## src/hdl/dmaf_pkg.sv

```systemverilog
package dmaf_pkg;

  typedef enum logic [1:0] {
    REQ_SAMPLE  = 2'd0,
    REQ_PRELOAD = 2'd1,
    REQ_ACK     = 2'd2,
    REQ_RSVD    = 2'd3
  } req_t;

  typedef struct packed {
    logic changed;
    logic accepted;
  } flags_t;

  localparam int unsigned DEADBAND_RESET = 4;
  localparam int unsigned PCT_SCALE      = 100;
  localparam int unsigned PCT_W          = 7;

endpackage

```

## src/hdl/deadband_moving_average_filter_unit.sv

```systemverilog
// Moving-average filter with deadband for converter samples.
// Input channel: in_valid/in_ready with in_req_type and in_sample. A sample
// request enters the ring only if it lies more than the deadband away from
// the current filtered value; a preload request fills the ring with the
// sample; an acknowledge request reports and clears the change flag.
// Result channel: out_valid/out_ready with out_filtered, out_percent,
// out_changed and out_accepted; every input word gives one result word.
// The user must write the deadband through cfg_we/cfg_deadband only while
// the unit is idle; the unit does not enforce this. One word is taken every
// cycle while the receiver takes results, as the ring, sum and filtered
// value update when a word moves from the input to the result register.
// When the receiver stalls, the result register holds and the input
// register fills; in_ready then drops until the result is taken.
// Synchronous reset clears the ring, sum, filtered value and change flag,
// and sets the deadband to 4.
module deadband_moving_average_filter_unit #(
  parameter int WINDOW_LEN  = 16,
  parameter int SAMPLE_BITS = 10
) (
  input  logic                        clk,
  input  logic                        rst_n,
  input  logic                        cfg_we,
  input  logic [SAMPLE_BITS-1:0]      cfg_deadband,
  input  logic                        in_valid,
  output logic                        in_ready,
  input  dmaf_pkg::req_t              in_req_type,
  input  logic [SAMPLE_BITS-1:0]      in_sample,
  output logic                        out_valid,
  input  logic                        out_ready,
  output logic [SAMPLE_BITS-1:0]      out_filtered,
  output logic [dmaf_pkg::PCT_W-1:0]  out_percent,
  output logic                        out_changed,
  output logic                        out_accepted
);
  import dmaf_pkg::*;

  localparam int PW = SAMPLE_BITS + PCT_W;

  logic                   in_vld_r;
  req_t                   in_req_r;
  logic [SAMPLE_BITS-1:0] in_samp_r;
  logic                   out_vld_r;
  logic [SAMPLE_BITS-1:0] out_filt_r;
  flags_t                 out_flags_r;
  logic                   adv;
  logic [SAMPLE_BITS-1:0] core_filt;
  flags_t                 core_flags;
  logic [PW-1:0]          pct_prod;

  assign adv      = in_vld_r && (!out_vld_r || out_ready);
  assign in_ready = !in_vld_r || adv;

  dmaf_core #(
    .WINDOW_LEN  (WINDOW_LEN),
    .SAMPLE_BITS (SAMPLE_BITS)
  ) u_core (
    .clk          (clk),
    .rst_n        (rst_n),
    .cfg_we       (cfg_we),
    .cfg_deadband (cfg_deadband),
    .step         (adv),
    .req          (in_req_r),
    .sample       (in_samp_r),
    .filtered     (core_filt),
    .flags        (core_flags)
  );

  always_ff @(posedge clk) begin
    if (!rst_n) begin
      in_vld_r  <= 1'b0;
      out_vld_r <= 1'b0;
    end else begin
      if (in_ready) begin
        in_vld_r <= in_valid;
      end
      if (adv) begin
        out_vld_r <= 1'b1;
      end else if (out_ready) begin
        out_vld_r <= 1'b0;
      end
    end
  end

  always_ff @(posedge clk) begin
    if (in_valid && in_ready) begin
      in_req_r  <= in_req_type;
      in_samp_r <= in_sample;
    end
    if (adv) begin
      out_filt_r  <= core_filt;
      out_flags_r <= core_flags;
    end
  end

  assign pct_prod     = PW'(out_filt_r) * PW'(PCT_SCALE);
  assign out_valid    = out_vld_r;
  assign out_filtered = out_filt_r;
  assign out_percent  = pct_prod[SAMPLE_BITS +: PCT_W];
  assign out_changed  = out_flags_r.changed;
  assign out_accepted = out_flags_r.accepted;

endmodule

```

## src/hdl/dmaf_core.sv

```systemverilog
module dmaf_core #(
  parameter int WINDOW_LEN  = 16,
  parameter int SAMPLE_BITS = 10
) (
  input  logic                   clk,
  input  logic                   rst_n,
  input  logic                   cfg_we,
  input  logic [SAMPLE_BITS-1:0] cfg_deadband,
  input  logic                   step,
  input  dmaf_pkg::req_t         req,
  input  logic [SAMPLE_BITS-1:0] sample,
  output logic [SAMPLE_BITS-1:0] filtered,
  output dmaf_pkg::flags_t       flags
);
  import dmaf_pkg::*;

  localparam int IDXW  = $clog2(WINDOW_LEN);
  localparam int SUMW  = SAMPLE_BITS + IDXW;
  localparam int SHIFT = SUMW + IDXW;
  localparam int RW    = SUMW + 1;
  localparam longint unsigned RECIP =
    ((64'd1 << SHIFT) + 64'(WINDOW_LEN) - 64'd1) / 64'(WINDOW_LEN);
  localparam logic [RW-1:0]          RECIP_C  = RW'(RECIP);
  localparam logic [IDXW-1:0]        IDX_LAST = IDXW'(WINDOW_LEN - 1);
  localparam logic [SAMPLE_BITS-1:0] DB_RST   = SAMPLE_BITS'(DEADBAND_RESET);

  logic [SAMPLE_BITS-1:0] ring_r   [WINDOW_LEN];
  logic [SAMPLE_BITS-1:0] ring_nxt [WINDOW_LEN];
  logic [SUMW-1:0]        sum_r, sum_nxt, sum_acc;
  logic [IDXW-1:0]        idx_r, idx_nxt;
  logic [SAMPLE_BITS-1:0] filt_r, filt_nxt;
  logic                   chg_r, chg_nxt;
  logic [SAMPLE_BITS-1:0] db_r;
  logic [SAMPLE_BITS:0]   s_x, f_x, db_x;
  logic                   take;
  logic [SUMW+RW-1:0]     quot_prod;

  assign s_x  = {1'b0, sample};
  assign f_x  = {1'b0, filt_r};
  assign db_x = {1'b0, db_r};
  assign take = (s_x > f_x + db_x) || (s_x + db_x < f_x);

  assign sum_acc   = sum_r - SUMW'(ring_r[idx_r]) + SUMW'(sample);
  assign quot_prod = (SUMW+RW)'(sum_acc) * (SUMW+RW)'(RECIP_C);

  always_comb begin
    ring_nxt = ring_r;
    sum_nxt  = sum_r;
    idx_nxt  = idx_r;
    filt_nxt = filt_r;
    chg_nxt  = chg_r;
    flags    = '{changed: chg_r, accepted: 1'b0};
    unique case (req)
      REQ_SAMPLE: begin
        if (take) begin
          ring_nxt[idx_r] = sample;
          sum_nxt         = sum_acc;
          idx_nxt         = (idx_r == IDX_LAST) ? '0 : idx_r + 1'b1;
          filt_nxt        = quot_prod[SHIFT +: SAMPLE_BITS];
          chg_nxt         = 1'b1;
          flags           = '{changed: 1'b1, accepted: 1'b1};
        end
      end
      REQ_PRELOAD: begin
        for (int i = 0; i < WINDOW_LEN; i++) begin
          ring_nxt[i] = sample;
        end
        sum_nxt  = SUMW'(sample) * SUMW'(WINDOW_LEN);
        filt_nxt = sample;
        chg_nxt  = 1'b0;
        flags    = '{changed: 1'b0, accepted: 1'b0};
      end
      REQ_ACK: begin
        chg_nxt = 1'b0;
      end
      REQ_RSVD: begin
      end
    endcase
  end

  assign filtered = filt_nxt;

  always_ff @(posedge clk) begin
    if (!rst_n) begin
      for (int i = 0; i < WINDOW_LEN; i++) begin
        ring_r[i] <= '0;
      end
      sum_r  <= '0;
      idx_r  <= '0;
      filt_r <= '0;
      chg_r  <= 1'b0;
      db_r   <= DB_RST;
    end else begin
      if (cfg_we) begin
        db_r <= cfg_deadband;
      end
      if (step) begin
        ring_r <= ring_nxt;
        sum_r  <= sum_nxt;
        idx_r  <= idx_nxt;
        filt_r <= filt_nxt;
        chg_r  <= chg_nxt;
      end
    end
  end

`ifndef SYNTHESIS
  a_hold_idle: assert property (@(posedge clk) disable iff (!rst_n)
    !step |=> $stable(sum_r) && $stable(idx_r) && $stable(filt_r))
    else $error("filter state changed without a word");
  a_preload_clears: assert property (@(posedge clk) disable iff (!rst_n)
    step && req == REQ_PRELOAD |=> !chg_r && filt_r == $past(sample))
    else $error("preload did not set the filter");
  a_ack_clears: assert property (@(posedge clk) disable iff (!rst_n)
    step && req == REQ_ACK |=> !chg_r && $stable(sum_r))
    else $error("acknowledge did not clear the change flag");
  a_accept_sets: assert property (@(posedge clk) disable iff (!rst_n)
    step && flags.accepted |=> chg_r && idx_r != $past(idx_r))
    else $error("accepted word did not advance the ring");
`endif

endmodule
```

## config.mk

```make
export PLATFORM = sky130hd
export DESIGN_NAME = deadband_moving_average_filter_unit
export DESIGN_NICKNAME = d
export VERILOG_FILES = /design/src/hdl/dmaf_pkg.sv /design/src/hdl/deadband_moving_average_filter_unit.sv /design/src/hdl/dmaf_core.sv
export SDC_FILE = /design/constraint.sdc
export NUM_CORES = 1
export LEC_CHECK = 0
export BUFFER_PORTS_ARGS = -buffer_cell sky130_fd_sc_hd__buf_4
export CORE_MARGIN = 8
export CORE_UTILIZATION = 57
export DETAILED_ROUTE_END_ITERATION = 6
export GPL_ROUTABILITY_DRIVEN = 0
export PLACE_DENSITY = 0.84
export SYNTH_ARGS = -nofsm -noshare
export SYNTH_HDL_FRONTEND = slang
export SYNTH_SLANG_ARGS = --single-unit
```

## constraint.sdc

```tcl
create_clock -name clk -period 4.97 [get_ports clk]
set_input_delay 0.497 -clock clk [delete_from_list [all_inputs] [get_ports clk]]
set_output_delay 0.497 -clock clk [all_outputs]
set_load 0.05 [all_outputs]
```

==> summary.md, run 1 <==
| Metric | Value |
|---|---|
| Min-delay src | `in_sample[6]` |
| Post-DP HPWL | `20.6 mm` |
| Antenna diodes | `0` |
| R2R cell count | `18` |
| Layout area overhead | `10.4%` |
| Pre-CTS setup slack | `0.102 ns` |
| Post-synth EDFFs | `24` |
| Setup crit start | `out_filtered[3]` |
| Final Max Tran Viols | `0` |
| Die Wd | `169 um` |
| Pin count of the biggest net entering global routing | `91` |
| Clock tree sinks | `225` |
| I/O Pins | `48` |
| CP endpoint kind | `primary output` |
| Slowest CP cell | `fa_1` |
| Grt total ovfl | `0` |
| Worst Hold Path Cells | `1` |
| Reg2Reg Capture Point | `u_core.ring_r[119]` |
| Die H | `169 um` |
| Max Cap Viol | `0` |
| Post-Route WL | `29.7 mm` |
| DRC Markers | `0` |
| Share of layout cells above drive strength 1 | `15.4%` |
| Core area | `0.0233 mm^2` |
| Outcome | `finished clean` |
| Most frequent cells in the layout | `199 x dfxtp_1, 178 x nor2b_1, 170 x mux2i_1, 94 x inv_1, 92 x ha_1` |
| Yosys warnings | `0` |
| 1st-iter DRT viols | `606` |
| Non-Filler Instances | `1620` |
| Num rows | `56` |
| Setup ws final | `0.181 ns` |
| Power Internal | `3.35 mW` |
| Buffers added on ports | `47` |
| GR Util met3 | `2.87%` |
| Mapped Cells | `1266` |
| Vias in the first global route | `9493` |
| Final setup fails | `0` |
| Clock Tree Root | `clkbuf_16` |
| Hold worst-path end | `in_samp_r[6]` |
| Hold_buf cts | `0` |
| Fin crit share | `96.4%` |
| First-pass GRT wire length | `48.5 mm` |
| Register area share after synthesis | `35.6%` |
| Fin area | `0.0147 mm^2` |
| FF+latch count, synth | `225` |
| Worst VDD drop | `0.000262 V` |
| FF-to-FF Start | `u_core.filt_r[1]` |
| RSZ-0062 raised after global routing | `no` |
| Synth unique cells | `59` |
| Comb pwr share | `24.5%` |
| Post-DR vias/cell | `5.72` |
| Hold Vio Cnt, Final | `0` |
| Hold WC Path Type | `in -> reg` |
| GR met2 Demand/Resource | `35.8%` |
| Largest fanout on the critical path | `4` |
| Post-route ant nets | `0` |
| Vias | `9265` |
| Sequential power share | `39.7%` |
| Post-Syn Area | `0.0133 mm^2` |
| Cell Chain, Critical Path | `ha_1 > ha_1 > inv_1 > fa_1 > inv_1 > ha_1 > a21oi_1 > o21ai_1 > and2_1 > o21ai_0 > a21boi_1 > or4_1 > a31oi_1 > xnor2_1 > buf_4` |
| Top_reg_cell synth | `dfxtp_1` |
| Final Critical Period | `4.79 ns` |
| Routed WL per cell | `18.3 um` |
| Worst-margin pin slew | `1.19 ns` |
| CTS clock-pin slew for the worst setup and hold paths | `0.07 ns` |
| Mean cell area of the mapped netlist | `10.5 um^2` |
| Met1 Usage GRT | `25.5%` |
| Overall routing resource usage | `20.6%` |
| Worst skew pair latency | `0.54 ns` |
| Area of placed instances | `0.0138 mm^2` |
| Crit Path Class | `reg -> out` |
| CP arrival | `4.29 ns` |
| R2r setup slk | `0.21 ns` |
| Syn Nets | `1401` |
| Initial antenna violation count | `0` |
| LEAKAGE | `5.46 nW` |
| Critical Path RT | `4.47 ns` |
| Clock share of power | `35.8%` |
| Nets | `1419` |
| Dpl cells | `1567` |
| Drt pass-1 iters | `7` |
| Maximum clock frequency | `209 MHz` |
| Busiest layer in global routing | `met2` |
| Hold Worst Slack | `0.137 ns` |
| Post-route setup TNS | `0 ns` |
| Pwr Total | `4.89 mW` |
| Longest Clk Path Bufs | `3` |
| Delay of the slowest cell on the worst path | `0.49 ns` |
| Type of origin of the critical path | `flop` |
| CTS Buf Count | `24` |
| Psw | `1.54 mW` |
| Core Util, Final | `63.3%` |
| # H-tree levels | `1` |
| Initial core utilization | `57.4%` |
| CP most frequent cell | `ha_1` |
| Layout Skew | `0.0257 ns` |
| Sw Share | `31.6%` |
| Full die area | `0.0286 mm^2` |
| Power per cell area | `332 mW/mm^2` |
| CTS tree | `yes` |
| Synth async-reset ratio | `0%` |
| Worst slew margin | `20.7%` |
| Most common cell after layout, fill and taps aside | `dfxtp_1` |
## power groups by stage
stage	registers [mW]	logic, mW	clock network (mW)
floorplan	1.99	0.880	0
global placement	1.98	1.13	0
detailed placement	1.98	1.17	0
CTS	1.94	1.19	1.78
global route	1.95	1.31	1.85
finish	1.94	1.20	1.75
## flip-flops by register name, summed over array words and instances (netlist names), 2 cells and up
signal and count:
u_core.ring_r 160, in_req_r 2, out_filtered 10, u_core.idx_r 4
in_samp_r 10, u_core.sum_r 14, u_core.db_r 10, u_core.filt_r 10
## worst max-delay path by stage
stage / endpoint / slack [ns] / cells past startpoint
after floorplan: out_filtered[9] / 0.22 / 16
after global placement: u_core.ring_r[9] / 0.16 / 18
after detailed placement: u_core.ring_r[98] / 0.10 / 18
after CTS: out_filtered[9] / 0.06 / 14
after global routing: out_percent[6] / 0.005 / 15
final: out_percent[6] / 0.18 / 15
## final cells by class
cell class	instances	area (um^2)
clock inverter	11	114
multi-input combinational	856	7750
sequential	225	4750
timing repair buffer	83	711
tap	319	399
fill	1775	8530
clock buffer	32	661
inverter	94	353
## cell usage after synthesis, drive strengths merged (16+ instances only)
master / count / area share (%)
nor2b: 178 / 8.3
fa: 16 / 2.4
clkbuf: 38 / 1.1
o211ai: 18 / 1.0
o21ai: 34 / 1.3
ha: 92 / 8.6
mux4: 50 / 8.4
xnor2: 20 / 1.3
nor2: 26 / 0.73
inv: 94 / 2.6
mux2i: 170 / 13
dfxtp: 201 / 30
nor4: 16 / 2.4
edfxtp: 24 / 5.4
buf: 53 / 2.9
a21oi: 53 / 2.0
nand2: 56 / 1.6
## critical path: cells and delay by family, from the launching register on
kind | cells | cell delay (ns)
buffers and inverters | 3 | 0.30
AOI/OAI and AO/OA | 5 | 0.80
and+or+nand+nor | 2 | 0.64
xor gates and xnor gates | 1 | 0.13
DFF | 1 | 0.46
adders and majority gates | 4 | 1.42
## cell families after synthesis
kind of cell,after synthesis,synth area share [%]
simple gates,329,15.5
flops,225,35.6
mux,221,21.3
buf+inv,185,6.56
compound gates,167,8.02
fa+ha+maj,108,11.0
xor+xnor,31,2.03
## routing by layer
layer / part of all wire, % / routed length [um]
met1: 43 / 12800
met2: 48 / 14400
met3: 4.6 / 1360
met4: 3.8 / 1120
met5: 0 / 0
## timing repair
item                                   CTS  global route
endpoints found under the hold margin    0             0
setup endpoints to repair                0           147
resized for setup                        0             3
buffers inserted                         0            10
No activity file was read; power rests on OpenSTA's default activity.
==> inputs of run 2 (changes only) <==
--- a/config.mk
+++ b/config.mk
@@ -5,11 +5,12 @@
 export SDC_FILE = /design/constraint.sdc
 export NUM_CORES = 1
 export LEC_CHECK = 0
+export ABC_AREA = 1
 export BUFFER_PORTS_ARGS = -buffer_cell sky130_fd_sc_hd__buf_4
 export CORE_MARGIN = 8
 export CORE_UTILIZATION = 57
 export DETAILED_ROUTE_END_ITERATION = 6
-export GPL_ROUTABILITY_DRIVEN = 0
+export GPL_ROUTABILITY_DRIVEN = 1
 export PLACE_DENSITY = 0.84
 export SYNTH_ARGS = -nofsm -noshare
 export SYNTH_HDL_FRONTEND = slang
==> run 2 against run 1 <==
The flow now finishes with violations (DRC). Combinational power increased by 26%. Synthesized cell count grew 66%. Sequential cell count unchanged. Worst setup slack improved by 0.38 ns. Non-clock buffer count down 15. Clock-buffer cell count increased by 2. Largest cell class unchanged.
==> summary.md, run 2 <==
| Metric | Value |
|---|---|
| Largest family of logic cells by synthesized area | `simple AND/OR/NAND/NOR gates` |
| Final Critical Period | `4.41 ns (-0.380 ns)` |
| Violated checks | `DRC` |
| Initial core utilization | `58.0% (+0.63 points)` |
| Fin area | `0.0153 mm^2 (+3.9%)` |
| Post-synth EDFFs | `24 (unchanged)` |
| 1st-iter DRT viols | `1302 (+110%)` |
| Mean cell area of the mapped netlist | `6.67 um^2 (-37%)` |
| Post-DR vias/cell | `5.41 (-5.5%)` |
| LEAKAGE | `7.91 nW (+45%)` |
| Filler cells | `2087 (+18%)` |
| Critical Path RT | `5.45 ns (+0.98 ns)` |
| Top_reg_cell synth | `dfxtp_1` |
| Mapped Cells | `2107 (+66%)` |
| Final Max Tran Viols | `0 (unchanged)` |
| Syn Nets | `2242 (+60%)` |
| CP arrival | `4.89 ns (+0.60 ns)` |
| Worst-margin pin slew | `0.984 ns (-0.205 ns)` |
| Grt total ovfl | `0 (unchanged)` |
| Fin crit share | `88.7% (-7.6 points)` |
| Post-route setup TNS | `0 ns (unchanged)` |
| Vias in the first global route | `12300 (+30%)` |
| FF/Latch Area | `0.00475 mm^2 (about the same)` |
| Vias | `13100 (+41%)` |
| Most frequent cells in the layout | `511 x nand2_1, 369 x nor2_1, 303 x inv_1, 200 x dfxtp_1, 171 x a21oi_1` |
| Overall routing resource usage | `23.3% (+2.8 points)` |
| Synth area leaders | `dfxtp_1 29%, nand2_1 14%, nor2_1 9.8%, ha_1 8.2%, inv_1 8.1%` |
| Worst VDD drop | `0.000281 V (+7.6%)` |
| Yosys warnings | `0 (unchanged)` |
| DRC Markers | `8 (+8)` |
| Most common cell after layout, fill and taps aside | `nand2_1` |
| Post-route ant nets | `0 (unchanged)` |
| Initial antenna violation count | `0 (unchanged)` |
| Type of origin of the critical path | `flop` |
| Delay of the slowest cell on the worst path | `0.82 ns (+0.33 ns)` |
| Share of layout cells above drive strength 1 | `6.01% (-9.4 points)` |
| Hold_buf cts | `0 (unchanged)` |
| Worst slew margin | `34.0% (+13 points)` |
| FF+latch count, synth | `225 (unchanged)` |
| First-pass GRT wire length | `59.7 mm (+23%)` |
| Hold WC Path Type | `in -> reg` |
| # H-tree levels | `1 (unchanged)` |
| Longest Clk Path Bufs | `3 (unchanged)` |
| Drt pass-1 iters | `7 (unchanged)` |
| Post-Synth Simple-Gate Area | `28.0% (+12 points)` |
| Largest regs | `u_core.ring_r: 160 flops, u_core.sum_r: 14 flops` |
| CTS resizes | `0 (unchanged)` |
| Cell taking the most area after synthesis | `dfxtp_1` |
| Routed WL per cell | `14.8 um (-19%)` |
| Area of placed instances | `0.0144 mm^2 (+4.3%)` |
| CTS Buf Count | `25 (+4.2%)` |
| Antenna diodes | `0 (unchanged)` |
| Yosys top cell area share | `28.6% (-1.5 points)` |
| Area occupied by multi-input gates | `0.00755 mm^2 (-2.5%)` |
| Synth Area in XOR/XNOR | `2.24% (+0.21 points)` |
| Synth Area in Adders | `10.5% (-0.56 points)` |
| Maximum clock frequency | `227 MHz (+8.6%)` |
| Die H | `173 um (+2.4%)` |
| Crit Path Class | `reg -> reg` |
| Die Wd | `173 um (+2.4%)` |
| Outcome | `finished, violations left` |
| Layout Skew | `0.0235 ns (-0.00220 ns)` |
| Compound-cell area share of the yosys netlist | `13.0% (+5.0 points)` |
| Pin count of the biggest net entering global routing | `85 (-6.6%)` |
| Core area | `0.0242 mm^2 (+4.2%)` |
| CTS clock-pin slew for the worst setup and hold paths | `0.06 ns (about the same)` |
| Clock Tree Root | `clkbuf_16` |
| Top reg by flops | `u_core.ring_r` |
| Synth async-reset ratio | `0% (unchanged)` |
| Post-synthesis mux area share | `0% (-21 points)` |
| Max FFs per register | `160 (unchanged)` |
| Slowest CP cell | `nand4_1` |
| Synth unique cells | `35 (-41%)` |
| CTS tree | `yes` |
| Worst skew pair latency | `0.55 ns (about the same)` |
| Post-CTS setup buffer count | `0 (unchanged)` |
| Layout area overhead | `8.85%` |
| Register area share after synthesis | `33.7% (-1.8 points)` |
| Largest fanout on the critical path | `20 (+16)` |
| Power per cell area | `360 mW/mm^2 (+8.5%)` |
| Buffers added on ports | `47 (unchanged)` |
| Post-DP HPWL | `24.3 mm (+18%)` |
| Cell Chain, Critical Path | `ha_1 > fa_1 > nand4_1 > nand3_1 > a21oi_1 > xor2_1 > ha_1 > nand2_1 > inv_1 > nand2_1 > nor3b_1 > nor2_1 > nand2_1 > inv_1 > nand2_1 > nand3_4 > nand4_1 > nand2_1 > nand2_1 > nor2_1` |
| CP most frequent cell | `nand2_1` |
| Commonest cells in the netlist | `511 x nand2_1, 369 x nor2_1, 303 x inv_1` |
| Max Cap Viol | `0 (unchanged)` |
| Num rows | `57 (+1.8%)` |
| Hold Vio Cnt, Final | `0 (unchanged)` |
| Post-Syn Area | `0.0141 mm^2 (+5.4%)` |
| Full die area | `0.0300 mm^2 (+4.9%)` |
| CP endpoint kind | `flop` |
| Gp weighted congestion | `0.946` |
| Post-Route WL | `35.9 mm (+21%)` |
| RSZ-0062 raised after global routing | `no` |
| Most common cell in the netlist | `nand2_1` |
| Clock tree sinks | `225 (unchanged)` |
| Final setup fails | `0 (unchanged)` |
| I/O Pins | `48 (unchanged)` |
| Nets | `2214 (+56%)` |
run 2: cell families (layout without fill, tap and decap cells):
| family | count (synthesis) | count (layout) |
|---|---|---|
| adders and majority gates | 108 | 108 |
| and+or+nand+nor | 967 | 967 |
| buffers and inverters | 432 | 423 |
| DFF | 225 | 225 |
| AOI/OAI and AO/OA | 339 | 339 |
| xor gates and xnor gates | 36 | 36 |
run 2: worst paths after layout:
| kind | start | endpoint | slack, ns | cells past startpoint |
|---|---|---|---|---|
| max reg2reg | u_core.db_r[0] | u_core.ring_r[110] | 0.56 | 20 |
| min | in_sample[3] | in_samp_r[3] | 0.14 | 1 |
| min reg2reg | u_core.sum_r[1] | u_core.sum_r[1] | 0.49 | 2 |
| max | u_core.db_r[0] | u_core.ring_r[110] | 0.56 | 20 |
run 2: per-stage QoR:
| step | power [mW] | utilization (%) | hold slack, ns | setup slack [ns] | instances |
|---|---|---|---|---|---|
| 3_3_place_gp | 3.43 | 59.3 | 0.454 | 0.783 | 2376 |
| 5_1_grt | 5.79 | 63.1 | 0.125 | 0.185 | 2422 |
| 4_1_cts | 5.52 | 63.1 | 0.132 | 0.544 | 2422 |
| 2_1_floorplan | 3.11 | - | 0.440 | 0.743 | 2107 |
| 6_report | 5.51 | 63.1 | 0.144 | 0.561 | 2422 |
| 3_5_place_dp | 3.47 | 59.3 | 0.464 | 0.667 | 2376 |
run 2: cell type report:
class / instances / area share, %
Inverter: 309 / 7.58
Multi-Input combinational cell: 1450 / 49.4
Timing Repair Buffer: 68 / 3.42
Tap cell: 324 / 2.65
Sequential cell: 225 / 31.0
Clock buffer: 34 / 4.63
Clock inverter: 12 / 1.37
run 2: power by group:
| part | switching, mW | total [mW] | leakage (nW) | internal, mW |
|---|---|---|---|---|
| Clock | 0.778 | 2.05 | 0.450 | 1.27 |
| Sequential | 0.0478 | 1.96 | 1.86 | 1.91 |
| Combinational | 1.01 | 1.51 | 5.60 | 0.499 |
run 2: metal layers:
metal  routed length [um]  vias to the layer above  track usage (%)  share of wire, %
li1                     -                     6489                -                 -
met2                16700                      485             39.0                47
met5                    0                        -                0                 0
met3                 2590                       84             3.59               7.2
met4                  918                        0             7.55               2.6
met1                15600                     6035             30.4                44
run 2: worst max-delay path: cells and delay by family (launching register included):
| family | cells | cell delay, ns |
|---|---|---|
| simple gates | 13 | 2.53 |
| fa+ha+maj | 3 | 1.01 |
| xor+xnor | 1 | 0.17 |
| buf+inv | 2 | 0.10 |
| compound gates | 1 | 0.20 |
| flops | 1 | 0.34 |
==> inputs of run 3 (changes only) <==
--- a/config.mk
+++ b/config.mk
@@ -7,10 +7,13 @@
 export LEC_CHECK = 0
 export ABC_AREA = 1
 export BUFFER_PORTS_ARGS = -buffer_cell sky130_fd_sc_hd__buf_4
+export CAP_MARGIN = 40
+export CORE_ASPECT_RATIO = 2
 export CORE_MARGIN = 8
 export CORE_UTILIZATION = 57
 export DETAILED_ROUTE_END_ITERATION = 6
 export GPL_ROUTABILITY_DRIVEN = 1
+export GPL_TIMING_DRIVEN = 0
 export PLACE_DENSITY = 0.84
 export SYNTH_ARGS = -nofsm -noshare
 export SYNTH_HDL_FRONTEND = slang
==> run 3 against run 2 <==
The run now ends clean. Clock skew shrank 0.0044 ns. Final cell count grew 2.8%. Die area grew 1.0%. Sequential power is essentially flat. Total power shrank 3.4%. Utilization grew 0.84 points. Sequential cell count is the same. Design area grew 1.7%. Largest cell class unchanged. Combinational power grew 9%. Critical path depth is the same. Clock power shrank 17%. First-iteration DRC count shrank 21%.
==> summary.md, run 3 (same netlist as run 2, synthesis figures left out) <==
| Metric | Value |
|---|---|
| Post-CTS setup buffer count | `0 (unchanged)` |
| Most common cell after layout, fill and taps aside | `nand2_1` |
| Final Max Tran Viols | `0 (unchanged)` |
| Largest fanout on the critical path | `10 (-50%)` |
| R2r setup slk | `0.22 ns (-0.34 ns)` |
| Post-Route WL | `47.2 mm (+31%)` |
| Core area | `0.0243 mm^2 (+0.31%)` |
| Worst Hold Path Cells | `1 (unchanged)` |
| DRC Markers | `0 (-8)` |
| Maximum clock frequency | `211 MHz (-7.2%)` |
| LEAKAGE | `8.02 nW (+1.4%)` |
| Nets | `2319 (+4.7%)` |
| Worst-margin pin slew | `0.945 ns (-0.0388 ns)` |
| Initial antenna violation count | `0 (unchanged)` |
| Post-route ant nets | `0 (unchanged)` |
| First-pass GRT wire length | `72.8 mm (+22%)` |
| Largest regs | `u_core.ring_r: 160 flops, u_core.sum_r: 14 flops` |
| Hold worst-path end | `in_samp_r[4]` |
| Pwr Total | `5.32 mW (-3.4%)` |
| Dpl cells | `2445 (+2.9%)` |
| Power per cell area | `342 mW/mm^2 (-5.0%)` |
| Final setup fails | `0 (unchanged)` |
| Layout area overhead | `10.6%` |
| Overall routing resource usage | `31.2% (+7.9 points)` |
| Gp weighted congestion | `0.991 (+4.8%)` |
| I/O Pins | `48 (unchanged)` |
| FF-to-FF Start | `u_core.idx_r[1]` |
| Pin count of the biggest net entering global routing | `19 (-78%)` |
| Max FFs per register | `160 (unchanged)` |
| Reg2Reg Capture Point | `out_filtered[9]` |
| Share of layout cells above drive strength 1 | `6.82% (+0.82 points)` |
| Max Cap Viol | `0 (unchanged)` |
| Post-DR vias/cell | `5.61 (+3.9%)` |
| Full die area | `0.0303 mm^2 (+1.0%)` |
| Hold WC Path Type | `in -> reg` |
| Num rows | `81 (+42%)` |
| RSZ-0062 raised after global routing | `no` |
| Clock tree sinks | `225 (unchanged)` |
| Die Wd | `127 um (-27%)` |
| 1st-iter DRT viols | `1027 (-21%)` |
| Hold Vio Cnt, Final | `0 (unchanged)` |
| # H-tree levels | `1 (unchanged)` |
| Crit Path Class | `reg -> reg` |
| Longest Clk Path Bufs | `3 (unchanged)` |
| CTS tree | `yes` |
| Non-Filler Instances | `2490 (+2.8%)` |
| Worst skew pair latency | `0.54 ns (about the same)` |
| Final Critical Period | `4.75 ns (+0.340 ns)` |
| Routed WL per cell | `19.0 um (+28%)` |
| Top reg by flops | `u_core.ring_r` |
| Initial core utilization | `57.8% (-0.18 points)` |
| Die H | `238 um (+38%)` |
| Area occupied by multi-input gates | `0.00757 mm^2 (+0.20%)` |
| FF/Latch Area | `0.00474 mm^2 (about the same)` |
| R2R cell count | `20 (unchanged)` |
| Outcome | `finished clean` |
| CTS resizes | `0 (unchanged)` |
| Hold_buf cts | `0 (unchanged)` |
| Post-route setup TNS | `0 ns (unchanged)` |
| Buffers added on ports | `46 (-2.1%)` |
| Type of origin of the critical path | `flop` |
| Critical Path RT | `5.25 ns (-0.20 ns)` |
| CP endpoint kind | `flop` |
| CP arrival | `5.03 ns (+0.14 ns)` |
| CTS clock-pin slew for the worst setup and hold paths | `0.07 ns (about the same)` |
| Fin crit share | `95.6% (+6.8 points)` |
| Min-delay src | `in_sample[4]` |
| CTS Buf Count | `22 (-12%)` |
| Worst VDD drop | `0.000310 V (+10%)` |
| Worst slew margin | `37.0% (+3.0 points)` |
| Grt total ovfl | `0 (unchanged)` |
| Most frequent cells in the layout | `511 x nand2_1, 369 x nor2_1, 303 x inv_1, 201 x dfxtp_1, 171 x a21oi_1` |
| Post-DP HPWL | `35.7 mm (+47%)` |
| Vias in the first global route | `14000 (+13%)` |
| Layout Skew | `0.0191 ns (-0.00436 ns)` |
| Drt pass-1 iters | `6 (-1)` |
| Filler cells | `2160 (+3.5%)` |
| Clock Tree Root | `clkbuf_16` |
| Vias | `14000 (+6.8%)` |
[run 3: final cells by class]
cell class,instances,share of cell area (%)
clock inverters,7,0.314
diodes,1,0.0161
repair buffers,53,2.52
flip-flops and latches,225,30.5
plain buffers,123,3.92
multi-input cells,1450,48.6
inverters,309,7.45
well taps,290,2.33
clock buffers,32,4.31
[run 3: per-layer routing]
metal  global-route usage (%)  part of all wire, %
met5                        0                    0
met4                     30.3                   11
met3                     4.36                  6.0
met2                     59.0                   52
met1                     27.1                   31
[run 3: power by group]
group          internal [mW]  switching, mW
combinational          0.525           1.13
clock                  0.944          0.763
sequential              1.91         0.0501
[run 3: how the worst max path moves through the flow]
| stage | startpoint | to | slack (ns) | cells after the start |
|---|---|---|---|---|
| 2_1_floorplan | out_filtered[4] | out_percent[4] | 0.74 | 15 |
| 3_3_place_gp | u_core.idx_r[1] | out_filtered[8] | 0.27 | 20 |
| 3_5_place_dp | u_core.idx_r[1] | out_filtered[8] | 0.14 | 20 |
| 4_1_cts | u_core.idx_r[1] | u_core.sum_r[10] | 0.13 | 19 |
| 5_1_grt | u_core.idx_r[1] | out_filtered[8] | 0.02 | 21 |
| 6_report | u_core.idx_r[1] | out_filtered[9] | 0.22 | 20 |
[run 3: stage by stage]
step                utilization, %  hold slack [ns]  instance area [um^2]  setup slack [ns]
floorplan                        -            0.440                 14100             0.743
global placement              60.7            0.459                 14800             0.271
finish                        64.0            0.138                 15600             0.220
CTS                           63.8            0.135                 15500             0.130
global route                  64.0            0.135                 15600            0.0209
detailed placement            60.8            0.460                 14800             0.141
[run 3: worst max-delay path, cell delays in order (launching register included)]
cell and delay [ns]:
dfxtp_1 0.36, clkbuf_1 0.25, clkinv_1 0.33, clkbuf_2 0.32
a21oi_1 0.17, o21ai_1 0.25, a21boi_0 0.53, a2111o_1 0.23
fa_1 0.43, inv_1 0.08, ha_1 0.27, a21oi_1 0.18
o21ai_0 0.16, a21oi_1 0.20, nand2_1 0.08, nand2_1 0.05
nand2_1 0.17, nand3_1 0.17, nand3_1 0.11, nand2_1 0.09
inv_1 0.04
